$ cat config.mk
export PLATFORM = sky130hd
export DESIGN_NAME = bb3_mean
export DESIGN_NICKNAME = d
export VERILOG_FILES = /design/src/rtl/core/bb3_pkg.sv /design/src/rtl/core/bb3_mean.sv
export SDC_FILE = /design/constraint.sdc
export NUM_CORES = 1
export LEC_CHECK = 0
export BUFFER_PORTS_ARGS = -buffer_cell sky130_fd_sc_hd__buf_2
export CAP_MARGIN = 15
export CORE_MARGIN = 8
export CORE_UTILIZATION = 44
export DETAILED_ROUTE_END_ITERATION = 8
export GPL_ROUTABILITY_DRIVEN = 0
export HOLD_SLACK_MARGIN = 0.03
export SLEW_MARGIN = 0
export SYNTH_ARGS = -nofsm -noshare
export SYNTH_HDL_FRONTEND = slang
export SYNTH_SLANG_ARGS = --single-unit
$ cat constraint.sdc
create_clock -name clk -period 9.6 [get_ports clk]
set_clock_uncertainty 0.15 [all_clocks]
set_input_delay 0.96 -clock clk [delete_from_list [all_inputs] [get_ports clk]]
set_output_delay 0.96 -clock clk [all_outputs]
set_load 0.05 [all_outputs]
$ cat src/rtl/core/bb3_pkg.sv
`default_nettype none

package bb3_pkg;

    localparam int RECIP_SHIFT = 18;

    localparam logic [10:0] FW_RESET = 11'd640;
    localparam logic [12:0] FH_RESET = 13'd480;

    localparam logic REG_FRAME_WIDTH  = 1'b0;
    localparam logic REG_FRAME_HEIGHT = 1'b1;

    localparam logic FUNC_PIXEL = 1'b0;
    localparam logic FUNC_DRAIN = 1'b1;

    // red in [23:16], green in [15:8], blue in [7:0]
    typedef logic [23:0] pix_t;

    // 3x3 window, index row*3+col, row 0 oldest, col 0 leftmost
    typedef logic [8:0][23:0] win_t;

    typedef struct packed {
        logic [8:0] mask;
        logic       fend;
    } job_t;

    typedef struct packed {
        logic [7:0] red;
        logic [7:0] green;
        logic [7:0] blue;
        logic       fend;
    } result_t;

    typedef enum logic [2:0] {
        ST_IDLE,
        ST_PIX,
        ST_DR1,
        ST_DR2,
        ST_DR3,
        ST_JOB1,
        ST_JOB2
    } state_t;

    // ceil(2^RECIP_SHIFT / (2*n)) for the neighbor counts that occur
    function automatic logic [17:0] recip(input logic [3:0] n);
        logic [17:0] m;
        begin
            case (n)
                4'd1:    m = 18'd131072;
                4'd2:    m = 18'd65536;
                4'd3:    m = 18'd43691;
                4'd4:    m = 18'd32768;
                4'd6:    m = 18'd21846;
                4'd9:    m = 18'd14564;
                default: m = 18'd0;
            endcase
            return m;
        end
    endfunction

    function automatic logic [8:0] make_mask(input logic [2:0] rowsel,
                                             input logic [2:0] colsel);
        logic [8:0] m;
        begin
            for (int i = 0; i < 3; i++)
            begin
                for (int j = 0; j < 3; j++)
                begin
                    m[i*3+j] = rowsel[i] & colsel[j];
                end
            end
            return m;
        end
    endfunction

endpackage

`default_nettype wire

$ cat src/rtl/core/bb3_mean.sv
`default_nettype none

module bb3_mean (
    input  logic             clk,
    input  logic             rst_n,
    input  logic             start,
    input  bb3_pkg::job_t    job,
    input  bb3_pkg::win_t    cells,
    output logic             busy,
    output bb3_pkg::result_t res
);

    logic [11:0] sum_r_next;
    logic [11:0] sum_g_next;
    logic [11:0] sum_b_next;
    logic [3:0]  cnt_next;
    logic [11:0] sum_r_reg;
    logic [11:0] sum_g_reg;
    logic [11:0] sum_b_reg;
    logic [3:0]  cnt_reg;
    logic        fend_reg;
    logic        valid_reg;
    logic [12:0] x_r;
    logic [12:0] x_g;
    logic [12:0] x_b;
    logic [17:0] recip_val;
    logic [30:0] prod_r;
    logic [30:0] prod_g;
    logic [30:0] prod_b;

    // stage 1: masked channel sums
    always_comb
    begin
        sum_r_next = '0;
        sum_g_next = '0;
        sum_b_next = '0;
        for (int i = 0; i < 9; i++)
        begin
            if (job.mask[i])
            begin
                sum_r_next = sum_r_next + 12'(cells[i][23:16]);
                sum_g_next = sum_g_next + 12'(cells[i][15:8]);
                sum_b_next = sum_b_next + 12'(cells[i][7:0]);
            end
        end
        cnt_next = 4'($countones(job.mask));
    end

    always_ff @(posedge clk or negedge rst_n)
    begin
        if (!rst_n)
        begin
            valid_reg <= 1'b0;
        end
        else
        begin
            valid_reg <= start;
        end
    end

    always_ff @(posedge clk)
    begin
        if (start)
        begin
            sum_r_reg <= sum_r_next;
            sum_g_reg <= sum_g_next;
            sum_b_reg <= sum_b_next;
            cnt_reg   <= cnt_next;
            fend_reg  <= job.fend;
        end
    end

    // stage 2: (2*sum + n) / (2*n) by reciprocal multiply
    always_comb
    begin
        recip_val = bb3_pkg::recip(cnt_reg);
        x_r       = {sum_r_reg, 1'b0} + 13'(cnt_reg);
        x_g       = {sum_g_reg, 1'b0} + 13'(cnt_reg);
        x_b       = {sum_b_reg, 1'b0} + 13'(cnt_reg);
        prod_r    = 31'(x_r) * 31'(recip_val);
        prod_g    = 31'(x_g) * 31'(recip_val);
        prod_b    = 31'(x_b) * 31'(recip_val);
        res.red   = prod_r[bb3_pkg::RECIP_SHIFT +: 8];
        res.green = prod_g[bb3_pkg::RECIP_SHIFT +: 8];
        res.blue  = prod_b[bb3_pkg::RECIP_SHIFT +: 8];
        res.fend  = fend_reg;
    end

    assign busy = valid_reg;

endmodule

`default_nettype wire

==> summary.txt, run 1 <==
Timing
  • Final setup violation count: 0
  • Summed negative setup slack over all endpoints: 0 ns
  • Final worst path period share: 0.959
  • Unrepaired setup endpoints after global routing: true
  • Achievable clock frequency: 109 MHz
  • Tightest Pin Transition: 0.948 ns
  • Time the worst path needs with I/O delays and setup: 9.20 ns
  • Final hold viol count: 0
  • Tightest slew margin relative to the limit: 0.368
  • Max Slew Vio Count: 0

Detailed routing
  • Initial detailed-routing violation count: 1,227
  • Count of unresolved DRC violations after routing: 0
  • DRT antenna net count: 0
  • Total length of routed wires: 80.6 mm
  • Number of iterations in the first detailed-routing pass: 7
  • DR WL/cell: 16.9 µm
  • Vias per std cell: 5.05
  • Count of vias placed by the detailed router: 24,073

Logic synthesis
  • Adder-Cell Fraction of Synth Area: 0.488
  • Largest family of logic cells by synthesized area: adder cells
  • Multiplexer share of the synthesized area: 0.0420
  • Dominant register cell in the synthesized netlist: sky130_fd_sc_hd__edfxtp_1
  • Xor and xnor fraction of the mapped netlist area: 0.0764
  • Compound-Gate Fraction of Synth Area: 0.134
  • Avg Cell Area, Syn: 8.65 µm²
  • Synthesized area: 0.0289 mm²
  • Post-synth EDFFs: 41
  • Number of different library cells in the post-synthesis netlist: 85
  • Number of cells produced by synthesis: 3,339
  • Simple-gate share of the synthesized area: 0.117
  • Share of the yosys chip area belonging to registers: 0.0435
  • Fraction of registers with async set/reset: 0.0238
  • Synthesis Warnings: 0
  • Register bit count reported by yosys: 42

CTS
  • Number of buffers inserted during clock tree synthesis: 5
  • Maximum level of the CTS H-tree: 2
  • Sinks on Clock Net: 42
  • Clock tree from TritonCTS: yes
  • Root Buffer Master: sky130_fd_sc_hd__clkbuf_16
  • Number of buffers on the longest clock path: 2
  • CTS clock-pin slew for the worst setup and hold paths: 0.06 ns

Setup path
  • Launch point of the critical path: job[1]
  • Kind of end point of the critical path: register
  • Crit path kind: input port to register
  • Maximum net fanout on the critical path: 11
  • Maximum single-stage delay on the critical path: 0.41 ns
  • Data arrival time of the critical path: 9.09 ns
  • Capturing instance or port of the critical path: sum_b_reg[11]
  • Max stage delay cell, worst path: sky130_fd_sc_hd__fa_2
  • Required @ worst endpoint: 9.49 ns
  • Worst setup SP type: input port

Finish
  • Fraction of layout cells with a size suffix above 1: 0.227
  • Post-layout net count: 4,959
  • Share of the core filled with cells in the final layout: 0.534
  • Fillers: 6,234
  • Sequential cell area in the final layout: 0.00126 mm²
  • Area Growth Syn to Fin: 21.0%
  • Area of combinational cells with multiple inputs: 0.0258 mm²

Die
  • Starting utilization of the core area: 0.442
  • Area enclosed by the die boundary: 0.0741 mm²
  • Die X-Extent: 272 µm
  • Site Rows: 94
  • Number of ports placed on the die boundary: 255
  • Die extent in y: 272 µm
  • Core region area: 0.0654 mm²

GRT
  • Maximum number of pins on one net before global-route repair: 43
  • Wire length of the first global-routing pass: 127 mm
  • Initial antenna violation count: 20
  • Aggregate global routing overflow: 0
  • Total routing usage reported by global routing: 0.214
  • Vias in the first global route: 24,714

Hold path
  • Path type of the worst min-delay path: input port to asynchronous set/reset pin

Power and ir drop
  • Final total power: 11,900 µW
  • P_leak: 0.0177 µW
  • Worst vdd rail ir drop: 0.000373 V
  • Pwr/cell area: 341 mW/mm²

Placed design
  • Count of input and output buffers: 254
  • Sum of net half-perimeters after detailed placement: 71.9 mm

Outcome
  • Status: complete, no violations

Job
  • Max-capacitance violation count: 0
through the flow:
| step | setup WS [ns] | cell area, µm² | instances | hold WS [ns] |
|---|---|---|---|---|
| global placement | -0.195 | 33500 | 4724 | 0.585 |
| CTS | 0.00488 | 33700 | 4732 | 0.271 |
| detailed placement | -0.347 | 33500 | 4724 | 0.587 |
| finish | 0.396 | 34900 | 4766 | 0.280 |
| floorplan | 0.0871 | 28900 | 3349 | 0.514 |
| global route | -0.118 | 34900 | 4762 | 0.278 |
cells by family (layout without fill, tap and decap cells):
group | count (synthesis) | count (layout)
fa+ha+maj | 839 | 839
compound gates | 607 | 607
simple gates | 744 | 744
flops | 42 | 42
other cells | 2 | 21
xor+xnor | 237 | 237
mux | 111 | 111
buf+inv | 757 | 1301
worst min path at each step:
stage                      from   end
after CTS                 rst_n  busy
after detailed placement  rst_n  busy
after floorplan           rst_n  busy
final                     rst_n  busy
after global routing      rst_n  busy
after global placement    rst_n  busy
synthesized netlist by cell type (5+ instances only):
cell | n | area share
sky130_fd_sc_hd__inv_1 | 687 | 0.089
sky130_fd_sc_hd__fa_1 | 479 | 0.33
sky130_fd_sc_hd__ha_1 | 359 | 0.16
sky130_fd_sc_hd__nand2_1 | 252 | 0.033
sky130_fd_sc_hd__nor2_1 | 247 | 0.032
sky130_fd_sc_hd__a21oi_1 | 161 | 0.028
sky130_fd_sc_hd__xnor2_1 | 156 | 0.047
sky130_fd_sc_hd__o21ai_0 | 155 | 0.027
sky130_fd_sc_hd__mux2_2 | 80 | 0.031
sky130_fd_sc_hd__xor2_1 | 69 | 0.021
sky130_fd_sc_hd__a21o_1 | 59 | 0.015
sky130_fd_sc_hd__clkbuf_1 | 55 | 0.0071
sky130_fd_sc_hd__o21a_1 | 48 | 0.012
sky130_fd_sc_hd__nor2b_1 | 42 | 0.0091
sky130_fd_sc_hd__edfxtp_1 | 41 | 0.043
sky130_fd_sc_hd__nand2b_1 | 38 | 0.0082
sky130_fd_sc_hd__and2_1 | 33 | 0.0071
sky130_fd_sc_hd__nor3_1 | 32 | 0.0055
sky130_fd_sc_hd__a211oi_1 | 31 | 0.0081
sky130_fd_sc_hd__mux2i_1 | 30 | 0.010
sky130_fd_sc_hd__nand3_1 | 23 | 0.0040
sky130_fd_sc_hd__o21bai_1 | 19 | 0.0049
sky130_fd_sc_hd__and3_1 | 18 | 0.0039
sky130_fd_sc_hd__o31a_1 | 16 | 0.0049
sky130_fd_sc_hd__o31ai_1 | 13 | 0.0034
sky130_fd_sc_hd__a21boi_0 | 12 | 0.0031
sky130_fd_sc_hd__or2_2 | 12 | 0.0026
sky130_fd_sc_hd__or3_1 | 11 | 0.0024
sky130_fd_sc_hd__a31oi_1 | 10 | 0.0022
sky130_fd_sc_hd__o21ai_1 | 10 | 0.0017
sky130_fd_sc_hd__o211ai_1 | 9 | 0.0023
sky130_fd_sc_hd__nand3b_1 | 8 | 0.0021
sky130_fd_sc_hd__buf_1 | 7 | 0.00091
sky130_fd_sc_hd__o22ai_1 | 7 | 0.0015
sky130_fd_sc_hd__a211o_1 | 5 | 0.0015
sky130_fd_sc_hd__a22oi_1 | 5 | 0.0013
sky130_fd_sc_hd__nand4_1 | 5 | 0.0011
sky130_fd_sc_hd__nor3b_1 | 5 | 0.0013
power breakdown:
| group | internal (µW) | switching (µW) |
|---|---|---|
| Sequential | 343 | 92.1 |
| Combinational | 4890 | 6380 |
| Clock | 122 | 67.5 |
| Total | 5360 | 6540 |
layout make-up:
cell class              count  area share
multi-input cells        2550       0.740
repair buffers            602       0.114
inverters                 691      0.0742
flip-flops and latches     42      0.0359
well taps                 864      0.0309
clock buffers               5     0.00358
clock inverters             3     0.00115
diodes                      9    0.000644
worst max-delay path, delay by kind of cell:
| family | cells | cell delay (ns) |
|---|---|---|
| AO/OA/AOI/OAI | 24 | 3.70 |
| adder cells (fa/ha/maj) | 9 | 2.29 |
| AND/OR/NAND/NOR | 8 | 1.14 |
| multiplexers | 2 | 0.56 |
| buffers and inverters | 4 | 0.36 |
| XOR/XNOR | 1 | 0.08 |
metal layers:
metal / share of wire / vias to the layer above / GRT usage
met5: 0.0016 / - / 0
met2: 0.49 / 561 / 0.368
met4: 0.022 / 20 / 0.0534
met1: 0.43 / 11513 / 0.278
li1: - / 11886 / -
met3: 0.058 / 93 / 0.0351
layout by cell type, fill, tap and decap left out, types with 30 or more instances in the layout:
cell,count
sky130_fd_sc_hd__buf_2,251
sky130_fd_sc_hd__nor2_1,241
sky130_fd_sc_hd__nor2b_1,36
sky130_fd_sc_hd__buf_4,344
sky130_fd_sc_hd__inv_1,686
sky130_fd_sc_hd__a21oi_1,139
sky130_fd_sc_hd__ha_4,35
sky130_fd_sc_hd__xor2_1,67
sky130_fd_sc_hd__nand2_1,250
sky130_fd_sc_hd__o21ai_1,30
sky130_fd_sc_hd__a21o_1,59
sky130_fd_sc_hd__and2_1,32
sky130_fd_sc_hd__o21ai_0,121
sky130_fd_sc_hd__mux2_2,75
sky130_fd_sc_hd__o21a_1,48
sky130_fd_sc_hd__edfxtp_1,41
sky130_fd_sc_hd__ha_1,319
sky130_fd_sc_hd__nand2b_1,37
sky130_fd_sc_hd__xnor2_1,155
sky130_fd_sc_hd__fa_1,474
what timing repair did:
item | 4_1_cts | 5_1_grt
hold buffers | 0 | 0
gates resized for setup | 2 | 216
pin swaps | 0 | 41
endpoints found under the hold margin | 0 | 0
setup buffers | 0 | 25
gates cloned | 0 | 0
endpoints found under the setup margin | 1 | 32
Note: power is estimated with default switching activity, not from simulation.
==> run 2: changes to the inputs <==
--- a/config.mk
+++ b/config.mk
@@ -7,6 +7,7 @@
 export LEC_CHECK = 0
 export BUFFER_PORTS_ARGS = -buffer_cell sky130_fd_sc_hd__buf_2
 export CAP_MARGIN = 15
+export CORE_ASPECT_RATIO = 1.75
 export CORE_MARGIN = 8
 export CORE_UTILIZATION = 44
 export DETAILED_ROUTE_END_ITERATION = 8
==> summary.txt, run 2 (synthesized netlist as in run 1, its figures left out) <==
CTS
  • Clock tree from TritonCTS: yes
  • Maximum level of the CTS H-tree: 2
  • Number of buffers inserted during clock tree synthesis: 5
  • Number of buffers on the longest clock path: 2
  • Sinks on Clock Net: 42
  • CTS clock-pin slew for the worst setup and hold paths: 0.06 ns
  • Root Buffer Master: sky130_fd_sc_hd__clkbuf_16

Setup path
  • Required @ worst endpoint: 9.50 ns
  • Max stage delay cell, worst path: sky130_fd_sc_hd__mux2_2
  • Maximum net fanout on the critical path: 10
  • Kind of end point of the critical path: register
  • Crit path kind: input port to register
  • Worst setup SP type: input port
  • Library cell appearing most often on the critical path: sky130_fd_sc_hd__ha_4
  • Maximum single-stage delay on the critical path: 0.31 ns
  • Data arrival time of the critical path: 9.19 ns

Timing
  • Tightest slew margin relative to the limit: 0.338
  • Final worst slack: 0.310 ns
  • Time the worst path needs with I/O delays and setup: 9.29 ns
  • Achievable clock frequency: 108 MHz
  • Max Slew Vio Count: 0
  • Tightest Pin Transition: 0.993 ns
  • Final worst path period share: 0.968
  • Post-Route Hold Slack: 0.268 ns
  • Final hold viol count: 0
  • Final setup violation count: 0
  • Unrepaired setup endpoints after global routing: true

Detailed routing
  • Total length of routed wires: 83.7 mm
  • Vias per std cell: 5.17
  • DRT antenna net count: 0
  • Initial detailed-routing violation count: 656
  • Count of vias placed by the detailed router: 24,250
  • DR WL/cell: 17.9 µm
  • Number of iterations in the first detailed-routing pass: 4
  • Count of unresolved DRC violations after routing: 0

Finish
  • Fillers: 6,217
  • Most common cell after layout, fill and taps aside: sky130_fd_sc_hd__inv_1
  • Post-layout net count: 4,920
  • Fraction of layout cells with a size suffix above 1: 0.214
  • Leading cell types in the layout, fill and taps excluded: sky130_fd_sc_hd__inv_1, sky130_fd_sc_hd__fa_1, sky130_fd_sc_hd__ha_1, sky130_fd_sc_hd__buf_4
  • Area Growth Syn to Fin: 18.9%
  • Share of the core filled with cells in the final layout: 0.527

Die
  • Site Rows: 124
  • Area enclosed by the die boundary: 0.0744 mm²
  • Core region area: 0.0652 mm²
  • Die extent in y: 355 µm
  • Number of ports placed on the die boundary: 255
  • Starting utilization of the core area: 0.443
  • Die X-Extent: 210 µm

Power and ir drop
  • Pwr/cell area: 344 mW/mm²
  • Worst vdd rail ir drop: 0.000513 V
  • Clock share of power: 0.017
  • Reported net switching power: 6480 µW
  • Fraction of power spent switching nets: 0.548
  • Proportion of power drawn by flip-flops and latches: 0.036
  • Int Pwr: 5340 µW
  • Final total power: 11,800 µW
  • Combinational group share of total power: 0.947
  • P_leak: 0.0175 µW

Outcome
  • Status: complete, no violations

Hold path
  • Path type of the worst min-delay path: input port to asynchronous set/reset pin

GRT
  • Maximum number of pins on one net before global-route repair: 43
  • Total routing usage reported by global routing: 0.225
  • Wire length of the first global-routing pass: 133 mm
  • Initial antenna violation count: 38
  • Vias in the first global route: 26,204
  • Aggregate global routing overflow: 0

Placed design
  • DP Worst Slack: -0.372 ns
  • Sum of net half-perimeters after detailed placement: 76.2 mm
  • Count of input and output buffers: 254

Job
  • Max-capacitance violation count: 0
run 2: layer usage:
layer | vias up | GRT usage | share of wire
li1 | 11809 | - | -
met1 | 11642 | 0.219 | 0.34
met2 | 552 | 0.446 | 0.55
met3 | 205 | 0.0403 | 0.050
met4 | 42 | 0.109 | 0.057
met5 | - | 0 | 0.0032
run 2: worst paths after layout:
| kind | from | cells after the start | to | slack (ns) |
|---|---|---|---|---|
| hold / removal | rst_n | 1 | busy | 0.27 |
| setup / recovery | job[1] | 49 | sum_b_reg[11] | 0.31 |
| min in group clk | job[0] | 1 | fend_reg | 0.68 |
| max in group asynchronous | rst_n | 1 | busy | 8.95 |
run 2: power groups by stage:
stage	logic (µW)	clock network (µW)	registers (µW)
2_1_floorplan	7710	0	410
3_3_place_gp	10800	0	427
3_5_place_dp	11000	0	430
4_1_cts	11100	202	426
5_1_grt	12600	207	439
6_report	11200	197	428
run 2: stage by stage:
| step | instance area, µm² | TNS (ns) | std cells |
|---|---|---|---|
| after global routing | 34300 | -0.392 | 4677 |
| after global placement | 33200 | -1.56 | 4649 |
| after detailed placement | 33200 | -2.27 | 4649 |
| after floorplan | 28900 | 0 | 3349 |
| after CTS | 33400 | 0 | 4657 |
| final | 34300 | 0 | 4689 |
run 2: critical path: cells and delay by family:
kind | cells | cell delay (ns)
AOI/OAI and AO/OA | 24 | 3.54
adders and majority gates | 8 | 2.11
and+or+nand+nor | 7 | 0.94
muxes | 3 | 0.89
buffers and inverters | 5 | 0.51
xor gates and xnor gates | 2 | 0.24
run 2: cell type report:
type | instances | area, µm² | share of cell area
multi-input combinational | 2550 | 25600 | 0.745
timing repair buffer | 563 | 3670 | 0.107
inverter | 691 | 2600 | 0.0756
sequential | 42 | 1260 | 0.0366
tap | 819 | 1020 | 0.0298
clock buffer | 6 | 129 | 0.00375
antenna | 16 | 40.0 | 0.00117
clock inverter | 2 | 37.5 | 0.00109
run 2: repair_timing:
action                     4_1_cts  5_1_grt
gates resized for setup          5      181
hold buffers                     0        0
setup buffers                    0       16
pin swaps                        3       32
setup endpoints to repair        4       26
